**src/rtl/pmcr_pkg.sv**
```systemverilog
// pmcr_pkg: types and constants shared by the mac clone rewriter modules
// no dependencies
package pmcr_pkg;

  localparam int unsigned AddrBytes = 6;
  localparam int unsigned HdrBytes  = 2 * AddrBytes + 2;
  localparam int unsigned PosW      = 4;
  localparam int unsigned AddrW     = 8 * AddrBytes;
  localparam int unsigned CfgIdxW   = 8;

  localparam logic [15:0] EtypeDiscovery = 16'h8863;
  localparam logic [15:0] EtypeSession   = 16'h8864;

  localparam logic [CfgIdxW-1:0] CfgCloneEnable  = CfgIdxW'(0);
  localparam logic [CfgIdxW-1:0] CfgCloneAddress = CfgIdxW'(1);

  localparam logic [PosW-1:0] PosPass    = PosW'(HdrBytes);
  localparam logic [PosW-1:0] PosLastHdr = PosW'(HdrBytes - 1);
  localparam logic [PosW-1:0] PosSrc     = PosW'(AddrBytes);
  localparam logic [PosW-1:0] PosSrcEnd  = PosW'(2 * AddrBytes - 1);
  localparam logic [PosW-1:0] PosDstEnd  = PosW'(AddrBytes - 1);

  typedef struct packed {
    logic       direction;
    logic [7:0] in_byte;
    logic       frame_end;
  } in_word_t;

  typedef struct packed {
    logic [7:0] out_byte;
    logic       out_frame_end;
    logic       out_direction;
    logic       run_last;
  } out_word_t;

  typedef enum logic [1:0] {
    RW_NONE = 2'd0,
    RW_SRC  = 2'd1,
    RW_DST  = 2'd2
  } rewrite_e;

  typedef struct packed {
    logic             is_hdr;
    logic [7:0]       data;
    logic             frame_end;
    logic             direction;
    logic [PosW-1:0]  last_idx;
    rewrite_e         mode;
    logic [AddrW-1:0] addr;
  } cmd_t;

  function automatic logic [7:0] addr_byte(logic [AddrW-1:0] addr, logic [PosW-1:0] k);
    logic [7:0] b;
    b = 8'h00;
    for (int i = 0; i < AddrBytes; i++) begin
      if (k == PosW'(i)) begin
        b = addr[8*(AddrBytes-1-i) +: 8];
      end
    end
    return b;
  endfunction

endpackage

```
**src/rtl/pmcr_fifo.sv**
```systemverilog
// pmcr_fifo: small register queue between the front and back parts
// no dependencies
module pmcr_fifo #(
  parameter int unsigned Width = 8,
  parameter int unsigned Depth = 2
) (
  input  logic             clk_i,
  input  logic             rst_ni,
  input  logic             push_i,
  input  logic [Width-1:0] wdata_i,
  output logic             full_o,
  input  logic             pop_i,
  output logic             valid_o,
  output logic [Width-1:0] rdata_o
);

  localparam int unsigned PtrW = $clog2(Depth);
  localparam int unsigned CntW = $clog2(Depth + 1);

  logic [Width-1:0] mem_q [Depth];
  logic [PtrW-1:0]  wptr_q, wptr_d, rptr_q, rptr_d;
  logic [CntW-1:0]  cnt_q, cnt_d;
  logic             do_push, do_pop;

  assign full_o  = (cnt_q == CntW'(Depth));
  assign valid_o = (cnt_q != '0);
  assign rdata_o = mem_q[rptr_q];
  assign do_push = push_i && !full_o;
  assign do_pop  = pop_i && valid_o;

  always_comb begin
    wptr_d = wptr_q;
    rptr_d = rptr_q;
    cnt_d  = cnt_q;
    if (do_push) begin
      wptr_d = (wptr_q == PtrW'(Depth - 1)) ? '0 : wptr_q + PtrW'(1);
    end
    if (do_pop) begin
      rptr_d = (rptr_q == PtrW'(Depth - 1)) ? '0 : rptr_q + PtrW'(1);
    end
    if (do_push && !do_pop) begin
      cnt_d = cnt_q + CntW'(1);
    end else if (do_pop && !do_push) begin
      cnt_d = cnt_q - CntW'(1);
    end
  end

  always_ff @(posedge clk_i or negedge rst_ni) begin
    if (!rst_ni) begin
      wptr_q <= '0;
      rptr_q <= '0;
      cnt_q  <= '0;
    end else begin
      wptr_q <= wptr_d;
      rptr_q <= rptr_d;
      cnt_q  <= cnt_d;
    end
  end

  always_ff @(posedge clk_i) begin
    if (do_push) begin
      mem_q[wptr_q] <= wdata_i;
    end
  end

endmodule

```
**src/rtl/pmcr_front.sv**
```systemverilog
// pmcr_front: accepts frame words, holds the header, decides the rewrite
// depends on pmcr_pkg
module pmcr_front (
  input  logic                          clk_i,
  input  logic                          rst_ni,
  input  logic                          in_valid_i,
  output logic                          in_ready_o,
  input  pmcr_pkg::in_word_t            in_word_i,
  input  logic                          cfg_valid_i,
  input  logic [pmcr_pkg::CfgIdxW-1:0]  cfg_index_i,
  input  logic [pmcr_pkg::AddrW-1:0]    cfg_data_i,
  output logic                          push_o,
  output pmcr_pkg::cmd_t                cmd_o,
  input  logic                          q_full_i,
  input  logic                          hdr_done_i,
  input  logic [pmcr_pkg::PosW-1:0]     rd_idx_i,
  output logic [7:0]                    rd_byte_o
);

  logic [7:0]                   store_q [pmcr_pkg::HdrBytes];
  logic [pmcr_pkg::PosW-1:0]    pos_q, pos_d;
  logic                         path_q, path_d;
  logic [pmcr_pkg::AddrW-1:0]   saved_q, saved_d;
  logic                         lock_q, lock_d;
  logic                         en_q;
  logic [pmcr_pkg::AddrW-1:0]   clone_q;
  logic                         accept, passing, complete, hit;
  logic [15:0]                  etype;
  logic [pmcr_pkg::AddrW-1:0]   dst_addr, src_addr;

  assign passing    = (pos_q == pmcr_pkg::PosPass);
  assign in_ready_o = !q_full_i && !(lock_q && !passing);
  assign accept     = in_valid_i && in_ready_o;
  assign rd_byte_o  = store_q[rd_idx_i];

  always_comb begin
    for (int i = 0; i < pmcr_pkg::AddrBytes; i++) begin
      dst_addr[8*(pmcr_pkg::AddrBytes-1-i) +: 8] = store_q[i];
      src_addr[8*(pmcr_pkg::AddrBytes-1-i) +: 8] = store_q[pmcr_pkg::AddrBytes + i];
    end
  end

  assign etype    = {store_q[2 * pmcr_pkg::AddrBytes], in_word_i.in_byte};
  assign hit      = en_q && (etype inside {pmcr_pkg::EtypeDiscovery,
                                           pmcr_pkg::EtypeSession});
  assign complete = (pos_q == pmcr_pkg::PosLastHdr) || in_word_i.frame_end;

  always_comb begin
    pos_d        = pos_q;
    path_d       = path_q;
    saved_d      = saved_q;
    lock_d       = lock_q && !hdr_done_i;
    push_o       = 1'b0;
    cmd_o        = '0;
    cmd_o.data      = in_word_i.in_byte;
    cmd_o.frame_end = in_word_i.frame_end;
    cmd_o.direction = path_q;
    cmd_o.last_idx  = pos_q;
    cmd_o.mode      = pmcr_pkg::RW_NONE;
    if (accept) begin
      if (passing) begin
        push_o = 1'b1;
        if (in_word_i.frame_end) begin
          pos_d = '0;
        end
      end else begin
        if (pos_q == '0) begin
          path_d          = in_word_i.direction;
          cmd_o.direction = in_word_i.direction;
        end
        if (complete) begin
          push_o       = 1'b1;
          lock_d       = 1'b1;
          cmd_o.is_hdr = 1'b1;
          pos_d        = in_word_i.frame_end ? '0 : pmcr_pkg::PosPass;
          if (pos_q == pmcr_pkg::PosLastHdr && hit) begin
            if (!path_q) begin
              cmd_o.mode = pmcr_pkg::RW_SRC;
              cmd_o.addr = clone_q;
              saved_d    = src_addr;
            end else if (dst_addr == clone_q) begin
              cmd_o.mode = pmcr_pkg::RW_DST;
              cmd_o.addr = saved_q;
            end
          end
        end else begin
          pos_d = pos_q + pmcr_pkg::PosW'(1);
        end
      end
    end
  end

  always_ff @(posedge clk_i or negedge rst_ni) begin
    if (!rst_ni) begin
      pos_q   <= '0;
      path_q  <= 1'b0;
      saved_q <= '0;
      lock_q  <= 1'b0;
      en_q    <= 1'b0;
      clone_q <= '0;
    end else begin
      pos_q   <= pos_d;
      path_q  <= path_d;
      saved_q <= saved_d;
      lock_q  <= lock_d;
      if (cfg_valid_i) begin
        if (cfg_index_i == pmcr_pkg::CfgCloneEnable) begin
          en_q <= cfg_data_i[0];
        end else if (cfg_index_i == pmcr_pkg::CfgCloneAddress) begin
          clone_q <= cfg_data_i;
        end
      end
    end
  end

  always_ff @(posedge clk_i) begin
    if (accept && !passing) begin
      store_q[pos_q] <= in_word_i.in_byte;
    end
  end

endmodule

```
**src/rtl/pmcr_back.sv**
```systemverilog
// pmcr_back: executes queued commands, releases headers with rewrite
// depends on pmcr_pkg
module pmcr_back (
  input  logic                       clk_i,
  input  logic                       rst_ni,
  input  logic                       q_valid_i,
  input  pmcr_pkg::cmd_t             cmd_i,
  output logic                       pop_o,
  output logic                       hdr_done_o,
  output logic [pmcr_pkg::PosW-1:0]  rd_idx_o,
  input  logic [7:0]                 rd_byte_i,
  output logic                       out_valid_o,
  input  logic                       out_ready_i,
  output pmcr_pkg::out_word_t        out_word_o
);

  logic [pmcr_pkg::PosW-1:0] idx_q, idx_d;
  logic                      out_valid_q, out_valid_d;
  pmcr_pkg::out_word_t       out_q, out_d;
  logic                      fire, last;
  logic [7:0]                hdr_byte;

  assign rd_idx_o    = idx_q;
  assign out_valid_o = out_valid_q;
  assign out_word_o  = out_q;
  assign fire        = q_valid_i && (!out_valid_q || out_ready_i);
  assign last        = !cmd_i.is_hdr || (idx_q == cmd_i.last_idx);
  assign pop_o       = fire && last;
  assign hdr_done_o  = fire && last && cmd_i.is_hdr;

  always_comb begin
    hdr_byte = rd_byte_i;
    case (cmd_i.mode)
      pmcr_pkg::RW_SRC: begin
        if (idx_q inside {[pmcr_pkg::PosSrc:pmcr_pkg::PosSrcEnd]}) begin
          hdr_byte = pmcr_pkg::addr_byte(cmd_i.addr, idx_q - pmcr_pkg::PosSrc);
        end
      end
      pmcr_pkg::RW_DST: begin
        if (idx_q <= pmcr_pkg::PosDstEnd) begin
          hdr_byte = pmcr_pkg::addr_byte(cmd_i.addr, idx_q);
        end
      end
      default: hdr_byte = rd_byte_i;
    endcase
  end

  always_comb begin
    idx_d       = idx_q;
    out_d       = out_q;
    out_valid_d = out_valid_q && !out_ready_i;
    if (fire) begin
      out_valid_d           = 1'b1;
      out_d.out_byte        = cmd_i.is_hdr ? hdr_byte : cmd_i.data;
      out_d.out_frame_end   = cmd_i.frame_end && last;
      out_d.out_direction   = cmd_i.direction;
      out_d.run_last        = last;
      if (cmd_i.is_hdr) begin
        idx_d = last ? '0 : idx_q + pmcr_pkg::PosW'(1);
      end
    end
  end

  always_ff @(posedge clk_i or negedge rst_ni) begin
    if (!rst_ni) begin
      idx_q       <= '0;
      out_valid_q <= 1'b0;
    end else begin
      idx_q       <= idx_d;
      out_valid_q <= out_valid_d;
    end
  end

  always_ff @(posedge clk_i) begin
    out_q <= out_d;
  end

endmodule

```
**src/rtl/pppoe_mac_clone_rewriter_unit.sv**
```systemverilog
// pppoe_mac_clone_rewriter_unit: top level of the pppoe mac clone rewriter
// depends on pmcr_pkg, pmcr_front, pmcr_fifo, pmcr_back
//
// Frame bytes arrive one word per cycle while in_ready_o is high. The 14
// header bytes are held in the front part and accepted at one word per cycle
// without results; the back part then releases the header at one word per
// cycle while the output is free or taken, with the source or destination
// address rewritten for pppoe ethertypes when cloning is on. Payload bytes
// pass at one word per cycle unless the queue or output stalls. The next
// frame's header bytes wait until the previous header release is done, and
// payload bytes wait behind the release in the short queue, so the single
// header store and queue depth slow each frame. Results leave through an
// output register; a command queue of QueueDepth entries decouples both sides.
module pppoe_mac_clone_rewriter_unit #(
  parameter int unsigned QueueDepth = 2
) (
  input  logic                          clk_i,
  input  logic                          rst_ni,
  input  logic                          in_valid_i,
  output logic                          in_ready_o,
  input  pmcr_pkg::in_word_t            in_word_i,
  output logic                          out_valid_o,
  input  logic                          out_ready_i,
  output pmcr_pkg::out_word_t           out_word_o,
  input  logic                          cfg_valid_i,
  output logic                          cfg_ready_o,
  input  logic [pmcr_pkg::CfgIdxW-1:0]  cfg_index_i,
  input  logic [pmcr_pkg::AddrW-1:0]    cfg_data_i
);

  localparam int unsigned CmdW = $bits(pmcr_pkg::cmd_t);

  pmcr_pkg::cmd_t            push_cmd, head_cmd;
  logic [CmdW-1:0]           head_bits;
  logic                      push, q_full, q_valid, pop, hdr_done;
  logic [pmcr_pkg::PosW-1:0] rd_idx;
  logic [7:0]                rd_byte;

  assign cfg_ready_o = 1'b1;
  assign head_cmd    = pmcr_pkg::cmd_t'(head_bits);

  pmcr_front u_front (
    .clk_i       (clk_i),
    .rst_ni      (rst_ni),
    .in_valid_i  (in_valid_i),
    .in_ready_o  (in_ready_o),
    .in_word_i   (in_word_i),
    .cfg_valid_i (cfg_valid_i),
    .cfg_index_i (cfg_index_i),
    .cfg_data_i  (cfg_data_i),
    .push_o      (push),
    .cmd_o       (push_cmd),
    .q_full_i    (q_full),
    .hdr_done_i  (hdr_done),
    .rd_idx_i    (rd_idx),
    .rd_byte_o   (rd_byte)
  );

  pmcr_fifo #(
    .Width (CmdW),
    .Depth (QueueDepth)
  ) u_queue (
    .clk_i   (clk_i),
    .rst_ni  (rst_ni),
    .push_i  (push),
    .wdata_i (push_cmd),
    .full_o  (q_full),
    .pop_i   (pop),
    .valid_o (q_valid),
    .rdata_o (head_bits)
  );

  pmcr_back u_back (
    .clk_i       (clk_i),
    .rst_ni      (rst_ni),
    .q_valid_i   (q_valid),
    .cmd_i       (head_cmd),
    .pop_o       (pop),
    .hdr_done_o  (hdr_done),
    .rd_idx_o    (rd_idx),
    .rd_byte_i   (rd_byte),
    .out_valid_o (out_valid_o),
    .out_ready_i (out_ready_i),
    .out_word_o  (out_word_o)
  );

endmodule
```
**config.mk**
```make
export PLATFORM = sky130hd
export DESIGN_NAME = pppoe_mac_clone_rewriter_unit
export DESIGN_NICKNAME = d
export VERILOG_FILES = /design/src/rtl/pmcr_pkg.sv /design/src/rtl/pmcr_fifo.sv /design/src/rtl/pmcr_front.sv /design/src/rtl/pmcr_back.sv /design/src/rtl/pppoe_mac_clone_rewriter_unit.sv
export SDC_FILE = /design/constraint.sdc
export NUM_CORES = 1
export LEC_CHECK = 0
export BUFFER_PORTS_ARGS = -buffer_cell sky130_fd_sc_hd__clkbuf_2
export CORE_UTILIZATION = 30
export CTS_CLUSTER_SIZE = 24
export DETAILED_ROUTE_END_ITERATION = 12
export MAX_ROUTING_LAYER = met4
export SLEW_MARGIN = 0
export SYNTH_ARGS = -nofsm -noshare
export SYNTH_HDL_FRONTEND = slang
export SYNTH_SLANG_ARGS = --single-unit
```
**constraint.sdc**
```tcl
create_clock -name clk_i -period 7.69 [get_ports clk_i]
set_input_delay 0.3845 -clock clk_i [delete_from_list [all_inputs] [get_ports clk_i]]
set_output_delay 0.3845 -clock clk_i [all_outputs]
set_load 0.01 [all_outputs]
```
==> summary.md, run 1 <==
| Metric | Value |
|---|---|
| H-tree depth | `2` |
| Most frequent cells after synthesis | `edfxtp_1, mux2_2, dfrtp_1, mux2i_1, a22o_1` |
| Final ANT Viol Nets | `0` |
| Synth Area in Compound Gates | `0.0854` |
| Worst skew pair latency | `0.55 ns` |
| I/O Buffers | `83` |
| All-Layer GR Usage | `0.184` |
| Fin. Hold Viols | `0` |
| Io pins | `85` |
| Mux contribution to synthesized area | `0.157` |
| # Post-CTS Setup Buffers | `0` |
| Largest cells by area after synthesis | `edfxtp_1, dfrtp_1, mux2_2, mux4_2, mux2i_1` |
| First-pass GRT wire length | `73.4 mm` |
| Global route overflow | `0` |
| Synth Cell Area | `16,900 sq um` |
| Min Clock Period, post-route | `4.02 ns` |
| Clock Skew | `0.0215 ns` |
| Fmax | `249 MHz` |
| Register-to-Register Path Depth | `8` |
| Placed cells | `1,903` |
| Final setup vio count | `0` |
| Register area | `10,900 sq um` |
| Rel. slew slack | `0.269` |
| DR vias/cell | `5.28` |
| Post-synthesis adder-cell area fraction | `0.00961` |
| Area Growth Syn to Fin | `15.1%` |
| Worst-path clk slew | `0.06 ns` |
| Req. time, crit path | `8.12 ns` |
| Antenna diodes | `0` |
| Fin util | `0.351` |
| Initial antenna violation count | `1` |
| R2r setup slk | `3.67 ns` |
| Ys async rst share | `0.294` |
| Worst Setup SP | `u_front.pos_q[1]` |
| Final weighted congestion in routability-driven placement | `0.916` |
| Top-count cell post-synth | `edfxtp_1` |
| CTS tree | `built` |
| Critical Path AT | `4.45 ns` |
| Slew @ Worst Pin | `1.09 ns` |
| Crit start category | `register` |
| R2R Path End | `u_front.saved_q[44]` |
| CP max FO | `61` |
| Synthesized instance count | `1,114` |
| Post-Synth Simple-Gate Area | `0.0546` |
| VDD IR max | `0.000182 V` |
| Core ar. | `55,400 sq um` |
| Power Density | `330 nW/um^2` |
| Setup_tns | `0 ns` |
| Maxcap violations | `0` |
| CTS root buf | `clkbuf_16` |
| P_leak | `7.41 nW` |
| Placement Rows | `86` |
| Top FF cell, synth | `edfxtp_1` |
| Post-DR wirelength/cell | `25.7 um` |
| Initial Util | `0.305` |
| DR DRC count | `0` |
| DP Worst Slack | `3.73 ns` |
| Hold WC Path Type | `primary input to register` |
| R2r startpoint | `u_front.pos_q[1]` |
| Nets | `1,281` |
| Endpoint class of the critical path | `register` |
| Largest net degree at the start of global routing | `65` |
| Routed WL | `50.8 mm` |
| Final std cells w/o fill | `1,976` |
| Synth top area share | `0.477` |
| Ratio of cells with drive above 1 in the final layout | `0.268` |
| Leading area contributor after synthesis | `edfxtp_1` |
| Number of fill cells | `5,299` |
| HP Start | `out_ready_i` |
| CTS Buf Count | `39` |
| Synth cell types | `68` |
| Yosys warns | `0` |
| Clock tree sinks | `381` |
| Die W | `240 um` |
| Drt pass-1 iters | `7` |
| RSZ-0062 raised after global routing | `no` |
| Seq/Total Area, Yosys | `0.643` |
| Iteration-0 DRC Markers | `983` |
| Via count | `10,434` |
| CTS Buffer Depth | `3` |
| Crit path kind | `register to register` |
| Synth Area per Inst | `15.2 sq um` |
| DPL Wire Length | `36.9 mm` |
| Vias in the first global route | `10,287` |
| Critical Path End | `u_front.saved_q[44]` |
| Final Power | `6.43 mW` |
| Final Cycle Share | `0.523` |
| PnR worst setup slack | `3.67 ns` |
| Largest family of logic cells by synthesized area | `multiplexers` |
| Final Slew Violations | `0` |
| Multi-input gate area | `5710 sq um` |
| Die area | `57,400 sq um` |
| Xor/xnor share of the synthesized area | `0.0273` |
| Post-synth EDFFs | `269` |
| Number of synthesized register bits | `381` |
| Status | `finished, final reports clean` |
| DIE HEIGHT | `240 um` |
==> what timing repair did <==
action,in CTS,in global routing
endpoints found under the hold margin,48,0
gates resized for setup,0,0
endpoints found under the setup margin,0,0
hold buffers,1,0
==> flip-flops by register name (all words and copies together) (netlist names) <==
name / count
u_back.out_word_o: 11
u_front.clone_q: 48
u_back.out_valid_o: 1
u_front.saved_q: 48
u_back.rd_idx_o: 4
u_front.path_q: 1
u_queue.mem_q: 130
u_queue.cnt_q: 2
u_front.pos_q: 4
u_front.en_q: 1
u_queue.rptr_q: 1
u_front.store_q: 128
u_queue.wptr_q: 1
u_front.lock_q: 1
==> layout by cell type, fill, tap and decap left out, types with 13 or more instances in the layout <==
master,count
buf_4,15
clkbuf_2,82
ha_1,13
o21ai_0,28
inv_1,16
mux2_2,116
nand2_1,34
a21oi_1,28
mux4_2,31
and3_1,15
o221ai_1,17
xor2_1,27
nor2_1,36
clkbuf_16,41
mux2i_1,58
xnor2_1,24
dfrtp_1,109
o22ai_1,19
nor4_1,15
edfxtp_1,269
nand3_1,17
a22o_1,50
==> stage by stage <==
step / hold WS (ns) / area [sq um]
final: 0.0517 / 19500
after global routing: 0.0414 / 19500
after global placement: 0.473 / 18100
after floorplan: 0.0889 / 17000
after CTS: 0.0316 / 19500
after detailed placement: 0.477 / 18100
==> critical path, cell delays in order, from the launching register on <==
cell	delay (ns)
dfrtp_1	0.45
inv_1	0.13
ha_1	0.22
nand3_1	0.13
nor2_1	0.31
nor4bb_1	0.49
nor2b_4	0.97
buf_4	0.74
mux2_2	0.41
==> kinds of logic (layout without fill, tap and decap cells) <==
logic type / after synthesis / after routing
DFF: 381 / 381
adders and majority gates: 13 / 13
AOI/OAI and AO/OA: 198 / 198
other: 2 / 9
buffers and inverters: 82 / 189
xor gates and xnor gates: 52 / 52
muxes: 212 / 212
and+or+nand+nor: 174 / 174
==> power by group <==
| group | switching (mW) | internal, mW |
|---|---|---|
| sequential | 0.143 | 2.37 |
| clock | 0.795 | 1.16 |
| combinational | 1.26 | 0.703 |
| total | 2.20 | 4.23 |
==> worst min path at each step <==
stage,slack (ns),end,cells past startpoint
floorplan,0.09,u_back.out_valid_o,0
global placement,0.47,u_front.clone_q[10],1
detailed placement,0.48,u_front.clone_q[10],1
CTS,0.03,u_back.out_valid_o,2
global route,0.04,u_back.out_valid_o,2
finish,0.05,u_back.out_valid_o,2
==> layout make-up <==
type / count / area share
flip-flops and latches: 381 / 0.559
clock inverters: 13 / 0.00829
inverters: 19 / 0.00366
clock buffers: 59 / 0.0603
well taps: 748 / 0.0481
multi-input cells: 658 / 0.293
repair buffers: 98 / 0.0274
==> per-layer routing <==
metal / up-vias / routed length [um] / share of wire / global-route usage
met5: - / 0 / 0 / -
met4: 0 / 1370 / 0.027 / 0.0544
met3: 66 / 2960 / 0.058 / 0.0228
met2: 409 / 25300 / 0.50 / 0.306
met1: 5424 / 21100 / 0.42 / 0.233
li1: 4535 / - / - / -
Power figures use the tool's default switching activity.
==> run 2, diff against run 1 <==
==> constraint.sdc (replaced) <==
create_clock -name clk_i -period 4.2 [get_ports clk_i]
set_input_delay 0.21 -clock clk_i [delete_from_list [all_inputs] [get_ports clk_i]]
set_output_delay 0.21 -clock clk_i [all_outputs]
set_load 0.01 [all_outputs]
==> run 2 against run 1 <==
  * First-iteration DRC count rose by 8.3%
  * Routed wire length fell by 1.4%
  * Die area did not move
  * Largest cell class unchanged
  * Setup slack got worse by 2.9 ns
  * Sequential power rose by 85%
  * Maximum frequency rose by 19%
  * Highest routed layer unchanged
  * Hold slack improved by 0.013 ns
  * Clock-buffer cell count did not move
  * Critical path depth rose by 1
==> summary.md, run 2 (same netlist as run 1, synthesis figures left out) <==
| Metric | Value |
|---|---|
| Status | `finished, final reports clean` |
| CP cell instances | `inv_1, ha_1, nand3_1, nor2_1, nor4bb_1, nand4_1, nor3_4, buf_4, a22o_1` |
| CP max FO | `19 (-69%)` |
| Number of fill cells | `5,219 (-1.5%)` |
| Hold Crit Depth | `3 (+1)` |
| Global route overflow | `0 (unchanged)` |
| Fin util | `0.361 (+0.00905)` |
| Endpoint class of the critical path | `register` |
| Drt pass-1 iters | `6 (-1)` |
| First-pass GRT wire length | `72.3 mm (-1.4%)` |
| Final Power | `11.6 mW (+81%)` |
| Die area | `57,400 sq um (unchanged)` |
| Worst-path clk slew | `0.06 ns (about the same)` |
| CP top delay family | `simple AND/OR/NAND/NOR gates` |
| Routed WL | `50.1 mm (-1.4%)` |
| Critical Path AT | `3.76 ns (-0.69 ns)` |
| Crit path depth | `9 (+1)` |
| Final std cells w/o fill | `2,031 (+2.8%)` |
| R2r setup slk | `0.82 ns (-2.85 ns)` |
| Req. time, crit path | `4.58 ns (-3.54 ns)` |
| RSZ-0062 raised after global routing | `no` |
| Register name with the most flops | `u_queue.mem_q` |
| Critical Path End | `u_queue.mem_q[0][14]` |
| Via count | `10,570 (+1.3%)` |
| Final ANT Viol Nets | `0 (unchanged)` |
| Maxcap violations | `0 (unchanged)` |
| Crit path kind | `register to register` |
| Clock Skew | `0.0177 ns (-0.00374 ns)` |
| Area after DPL | `18,200 sq um (+0.52%)` |
| DPL Wire Length | `36.4 mm (-1.4%)` |
| Final Slew Violations | `0 (unchanged)` |
| R2R Path End | `u_queue.mem_q[0][14]` |
| Final setup vio count | `0 (unchanged)` |
| Initial Util | `0.305 (unchanged)` |
| Largest net degree at the start of global routing | `79 (+22%)` |
| Clock Power Share | `0.289 (-0.015)` |
| Fmax | `296 MHz (+19%)` |
| GRT Max-Usage Layer | `met2` |
| VDD IR max | `0.000282 V (+54%)` |
| Worst Setup SP | `u_front.pos_q[1]` |
| CTS Buffer Depth | `3 (unchanged)` |
| DIE HEIGHT | `240 um (unchanged)` |
| Final weighted congestion in routability-driven placement | `0.935 (+2.0%)` |
| # Post-CTS Setup Buffers | `0 (unchanged)` |
| DP Worst Slack | `0.906 ns (-2.82 ns)` |
| Placement Rows | `86 (unchanged)` |
| Critical path's largest stage delay | `0.68 ns (-0.29 ns)` |
| Crit start category | `register` |
| Power Density | `582 nW/um^2 (+76%)` |
| Leading cell type in the layout, fill and taps excluded | `edfxtp_1` |
| GR Layer Usage met2 | `0.297 (-0.00852)` |
| Met3 usage | `0.0211 (-0.00173)` |
| R2r startpoint | `u_front.pos_q[1]` |
| Worst skew pair latency | `0.54 ns (about the same)` |
| Most frequent cells in the layout | `edfxtp_1, mux2_2, dfrtp_1` |
| Register-to-Register Path Depth | `9 (+1)` |
| Placed cells | `1,909 (+0.32%)` |
| Top Registers | `u_queue.mem_q: 130 flops, u_front.store_q: 128 flops` |
| Slew @ Worst Pin | `0.863 ns (-0.232 ns)` |
| Min Clock Period, post-route | `3.38 ns (-0.639 ns)` |
| Logic pwr share | `0.312 (+0.007)` |
| Flop pwr share | `0.399 (+0.008)` |
| DR vias/cell | `5.20 (-1.4%)` |
| Area Growth Syn to Fin | `18.0%` |
| PnR worst setup slack | `0.820 ns (-2.85 ns)` |
| P_leak | `7.60 nW (+2.7%)` |
| H-tree depth | `2 (unchanged)` |
| Vias in the first global route | `10,262 (-0.24%)` |
| Worst path bufs/invs | `2 (unchanged)` |
| Initial antenna violation count | `1 (unchanged)` |
| Net Sw Frac | `0.341 (-0.000439)` |
| Post-DR wirelength/cell | `24.7 um (-4.1%)` |
| Met1 Track Usage GR | `0.230 (-0.00341)` |
| CTS tree | `built` |
| Setup_tns | `0 ns (unchanged)` |
| All-Layer GR Usage | `0.180 (-0.00368)` |
| Die W | `240 um (unchanged)` |
| Nets | `1,337 (+4.4%)` |
| Iteration-0 DRC Markers | `1,065 (+8.3%)` |
| Int Pwr | `7.66 mW (+81%)` |
| CTS Buf Count | `38 (-2.6%)` |
| Final Cycle Share | `0.805 (+0.282)` |
| Ratio of cells with drive above 1 in the final layout | `0.256 (-0.0121)` |
| Clock tree sinks | `381 (unchanged)` |
| Slowest-stage cell, CP | `nor3_4` |
| Hold WC Path Type | `primary input to register` |
| Max reg flops | `130 (unchanged)` |
| Core ar. | `55,400 sq um (unchanged)` |
| Rel. slew slack | `0.423 (+0.154)` |
| Fin. Hold Viols | `0 (unchanged)` |
| Switching power | `3.96 mW (+81%)` |
| DR DRC count | `0 (unchanged)` |
| CTS root buf | `clkbuf_16` |
| Io pins | `85 (unchanged)` |
| Final Cell Area | `20,000 sq um (+2.6%)` |
| Hold_ws | `0.0651 ns (+0.0134 ns)` |
| I/O Buffers | `83 (unchanged)` |
[run 2: worst register-to-register path, delay by kind of cell, from the launching register on]
kind	cells	cell delay (ns)
AO/OA/AOI/OAI	1	0.20
adder cells (fa/ha/maj)	1	0.24
buffers and inverters	2	0.51
flip-flops	1	0.46
AND/OR/NAND/NOR	5	1.83
[run 2: worst min-delay path by stage]
stage,from,to
final,cfg_index_i[0],u_front.en_q
after floorplan,rst_ni,u_back.out_valid_o
after CTS,cfg_index_i[0],u_front.en_q
after global placement,rst_ni,u_front.clone_q[44]
after detailed placement,rst_ni,u_front.clone_q[40]
after global routing,cfg_index_i[0],u_front.en_q
[run 2: layout make-up]
type	instances	area, sq um	share of cell area
Clock inverter	10	108	0.00539
Multi-Input combinational cell	658	5710	0.286
Clock buffer	59	1120	0.0561
Antenna cell	1	2.50	0.000125
Tap cell	748	936	0.0468
Inverter	19	71.3	0.00357
Timing Repair Buffer	155	1140	0.0570
Sequential cell	381	10900	0.545
[run 2: metal layers]
| metal | part of all wire | wire [um] |
|---|---|---|
| met2 | 0.50 | 24900 |
| met1 | 0.42 | 21100 |
| met3 | 0.052 | 2590 |
| met4 | 0.030 | 1520 |
| met5 | 0 | 0 |
[run 2: repair_timing]
action                                  CTS  global route
gates resized for setup                   0             0
hold endpoints to repair                 89             0
hold buffers                             52             0
endpoints found under the setup margin    0             0
[run 2: power groups by stage]
| stage | clock, mW | combinational (mW) | sequential, mW |
|---|---|---|---|
| 5_1_grt | 3.55 | 3.86 | 4.67 |
| 3_3_place_gp | 0 | 3.58 | 4.71 |
| 2_1_floorplan | 0 | 2.39 | 4.55 |
| 3_5_place_dp | 0 | 3.56 | 4.72 |
| 6_report | 3.36 | 3.63 | 4.64 |
| 4_1_cts | 3.41 | 3.61 | 4.64 |
==> run 3, diff against run 2 <==
==> constraint.sdc (replaced) <==
create_clock -name clk_i -period 3.42 [get_ports clk_i]
set_input_delay 0.171 -clock clk_i [delete_from_list [all_inputs] [get_ports clk_i]]
set_output_delay 0.171 -clock clk_i [all_outputs]
set_load 0.01 [all_outputs]
==> run 3 against run 2 <==
  * Clock power grew 35%
  * Clock skew grew 0.0040 ns
  * Die area is the same
  * Cell count grew 1.8%
  * Sequential share of layout area shrank 1.2 points
  * Design area grew 2.2%
  * Global-route usage grew 0.78 points
  * Largest power group unchanged
  * Total power grew 28%
  * Via count grew 0.91%
==> summary.md, run 3 (same netlist as run 1, synthesis figures left out) <==
| Metric | Value |
|---|---|
| R2r startpoint | `u_front.pos_q[0]` |
| CTS Buffer Depth | `3 (unchanged)` |
| Worst Setup SP | `u_front.pos_q[0]` |
| Area Growth Syn to Fin | `20.7%` |
| Max reg flops | `130 (unchanged)` |
| Post-DR wirelength/cell | `25.1 um (+2.0%)` |
| RSZ-0062 raised after global routing | `no` |
| R2r setup slk | `0.33 ns (-0.49 ns)` |
| Global route overflow | `0 (unchanged)` |
| Die W | `240 um (unchanged)` |
| Status | `finished, final reports clean` |
| Clock Skew | `0.0217 ns (+0.00402 ns)` |
| Worst skew pair latency | `0.55 ns (about the same)` |
| Register-to-Register Path Depth | `8 (-1)` |
| Crit start category | `register` |
| Endpoint class of the critical path | `register` |
| WHS Endpoint | `u_queue.mem_q[1][57]` |
| Hold WC Path Type | `primary input to register` |
| HP Start | `in_word_i[2]` |
| P_leak | `7.86 nW (+3.3%)` |
| All-Layer GR Usage | `0.188 (+0.00780)` |
| H-tree depth | `2 (unchanged)` |
| First-pass GRT wire length | `75.3 mm (+4.0%)` |
| Worst-path clk slew | `0.06 ns (about the same)` |
| I/O Buffers | `83 (unchanged)` |
| CP top delay family | `simple AND/OR/NAND/NOR gates` |
| VDD IR max | `0.000343 V (+22%)` |
| Most frequent cells in the layout | `edfxtp_1, mux2_2, dfrtp_1` |
| CTS root buf | `clkbuf_16` |
| Hold Crit Depth | `1 (-2)` |
| Initial antenna violation count | `0 (-1)` |
| R2R Path End | `u_queue.mem_q[0][27]` |
| Initial Util | `0.305 (unchanged)` |
| Vias in the first global route | `10,732 (+4.6%)` |
| CTS Buf Count | `40 (+5.3%)` |
| DIE HEIGHT | `240 um (unchanged)` |
| DPL Wire Length | `38.3 mm (+5.4%)` |
| Fmax | `324 MHz (+9.4%)` |
| Critical Path AT | `3.31 ns (-0.45 ns)` |
| Fin. Hold Viols | `0 (unchanged)` |
| Maxcap violations | `0 (unchanged)` |
| Slew @ Worst Pin | `0.980 ns (+0.117 ns)` |
| Ratio of cells with drive above 1 in the final layout | `0.277 (+0.0209)` |
| # Post-CTS Setup Buffers | `0 (unchanged)` |
| Final ANT Viol Nets | `0 (unchanged)` |
| Register name with the most flops | `u_queue.mem_q` |
| Die area | `57,400 sq um (unchanged)` |
| Register area | `10,900 sq um (unchanged)` |
| Routed WL | `52.0 mm (+3.8%)` |
| Via count | `10,666 (+0.91%)` |
| CTS tree | `built` |
| Leading cell type in the layout, fill and taps excluded | `edfxtp_1` |
| Iteration-0 DRC Markers | `875 (-18%)` |
| DR vias/cell | `5.16 (-0.85%)` |
| Nets | `1,372 (+2.6%)` |
| Min Clock Period, post-route | `3.09 ns (-0.289 ns)` |
| Top Registers | `u_queue.mem_q: 130 flops, u_front.store_q: 128 flops` |
| Final Slew Violations | `0 (unchanged)` |
| Clock tree sinks | `381 (unchanged)` |
| Placement Rows | `86 (unchanged)` |
| DR DRC count | `0 (unchanged)` |
| Placed cells | `1,941 (+1.7%)` |
| CP max FO | `45 (+26)` |
| Final weighted congestion in routability-driven placement | `0.954 (+2.0%)` |
| Antenna diodes | `0 (-1)` |
| Crit path kind | `register to register` |
| Io pins | `85 (unchanged)` |
| CP cell instances | `inv_1, ha_1, nand3_1, a21oi_1, and2_1, a21boi_1, nor2b_4, buf_12` |
| Req. time, crit path | `3.64 ns (-0.94 ns)` |
| Setup_tns | `0 ns (unchanged)` |
| Critical path's largest stage delay | `0.46 ns (-0.22 ns)` |
| Power Density | `730 nW/um^2 (+25%)` |
| Slowest-stage cell, CP | `dfrtp_1` |
| Rel. slew slack | `0.347 (-0.0762)` |
| Core ar. | `55,400 sq um (unchanged)` |
| Final Cycle Share | `0.904 (+0.0990)` |
| Drt pass-1 iters | `6 (unchanged)` |
| Final setup vio count | `0 (unchanged)` |
| Multi-input gate area | `5710 sq um (unchanged)` |
| Largest net degree at the start of global routing | `64 (-19%)` |
| Number of fill cells | `5,236 (+0.33%)` |
| Final std cells w/o fill | `2,067 (+1.8%)` |
| Worst path bufs/invs | `2 (unchanged)` |
[run 3: cell types whose count changed in the layout (fill, tap and decap cells not counted)]
cell,before,now
buf_12,4,9
buf_4,17,44
bufinv_16,2,5
clkbuf_1,13,11
clkbuf_16,39,43
clkbuf_8,7,2
clkinv_1,2,3
clkinv_2,4,6
clkinv_4,0,1
clkinvlp_4,2,0
diode_2,1,0
dlygate4sd3_1,52,53
inv_6,1,3
[run 3: metrics by stage]
step | utilization | hold WS [ns] | setup slack (ns) | total power, mW | area (sq um)
2_1_floorplan | - | -0.125 | 0.107 | 8.52 | 17000
3_3_place_gp | 0.334 | 0.306 | 0.509 | 10.4 | 18500
3_5_place_dp | 0.334 | 0.312 | 0.380 | 10.4 | 18500
4_1_cts | 0.369 | 0.0534 | 0.376 | 15.0 | 20400
5_1_grt | 0.369 | 0.0539 | 0.0683 | 15.5 | 20400
6_report | 0.369 | 0.0740 | 0.329 | 14.9 | 20400
[run 3: power by group]
group	internal (mW)	switching, mW
clock	2.73	1.80
sequential	5.33	0.345
combinational	1.83	2.88
[run 3: what timing repair did]
item / in CTS / in global routing
hold endpoints to repair: 106 / 0
gates resized for setup: 0 / 0
hold buffers: 53 / 0
[run 3: layout make-up]
cell class                      count  area share
Timing Repair Buffer              188      0.0711
Inverter                           19     0.00349
Sequential cell                   381       0.533
Clock buffer                       56      0.0560
Clock inverter                     17      0.0109
Multi-Input combinational cell    658       0.280
Tap cell                          748      0.0458
[run 3: worst max path at each step]
stage | endpoint | slack, ns | cells after the start
after floorplan | u_queue.mem_q[0][0] | 0.11 | 8
after detailed placement | u_queue.mem_q[0][19] | 0.38 | 8
final | u_queue.mem_q[0][27] | 0.33 | 8
after CTS | u_queue.mem_q[0][36] | 0.38 | 8
after global placement | u_queue.mem_q[0][26] | 0.51 | 8
after global routing | u_queue.mem_q[0][21] | 0.07 | 8
[run 3: layer usage]
layer	vias up	global-route usage	share of wire
met1	5488	0.239	0.42
met5	-	-	0
li1	4701	-	-
met4	0	0.0594	0.029
met2	385	0.310	0.50
met3	92	0.0239	0.057
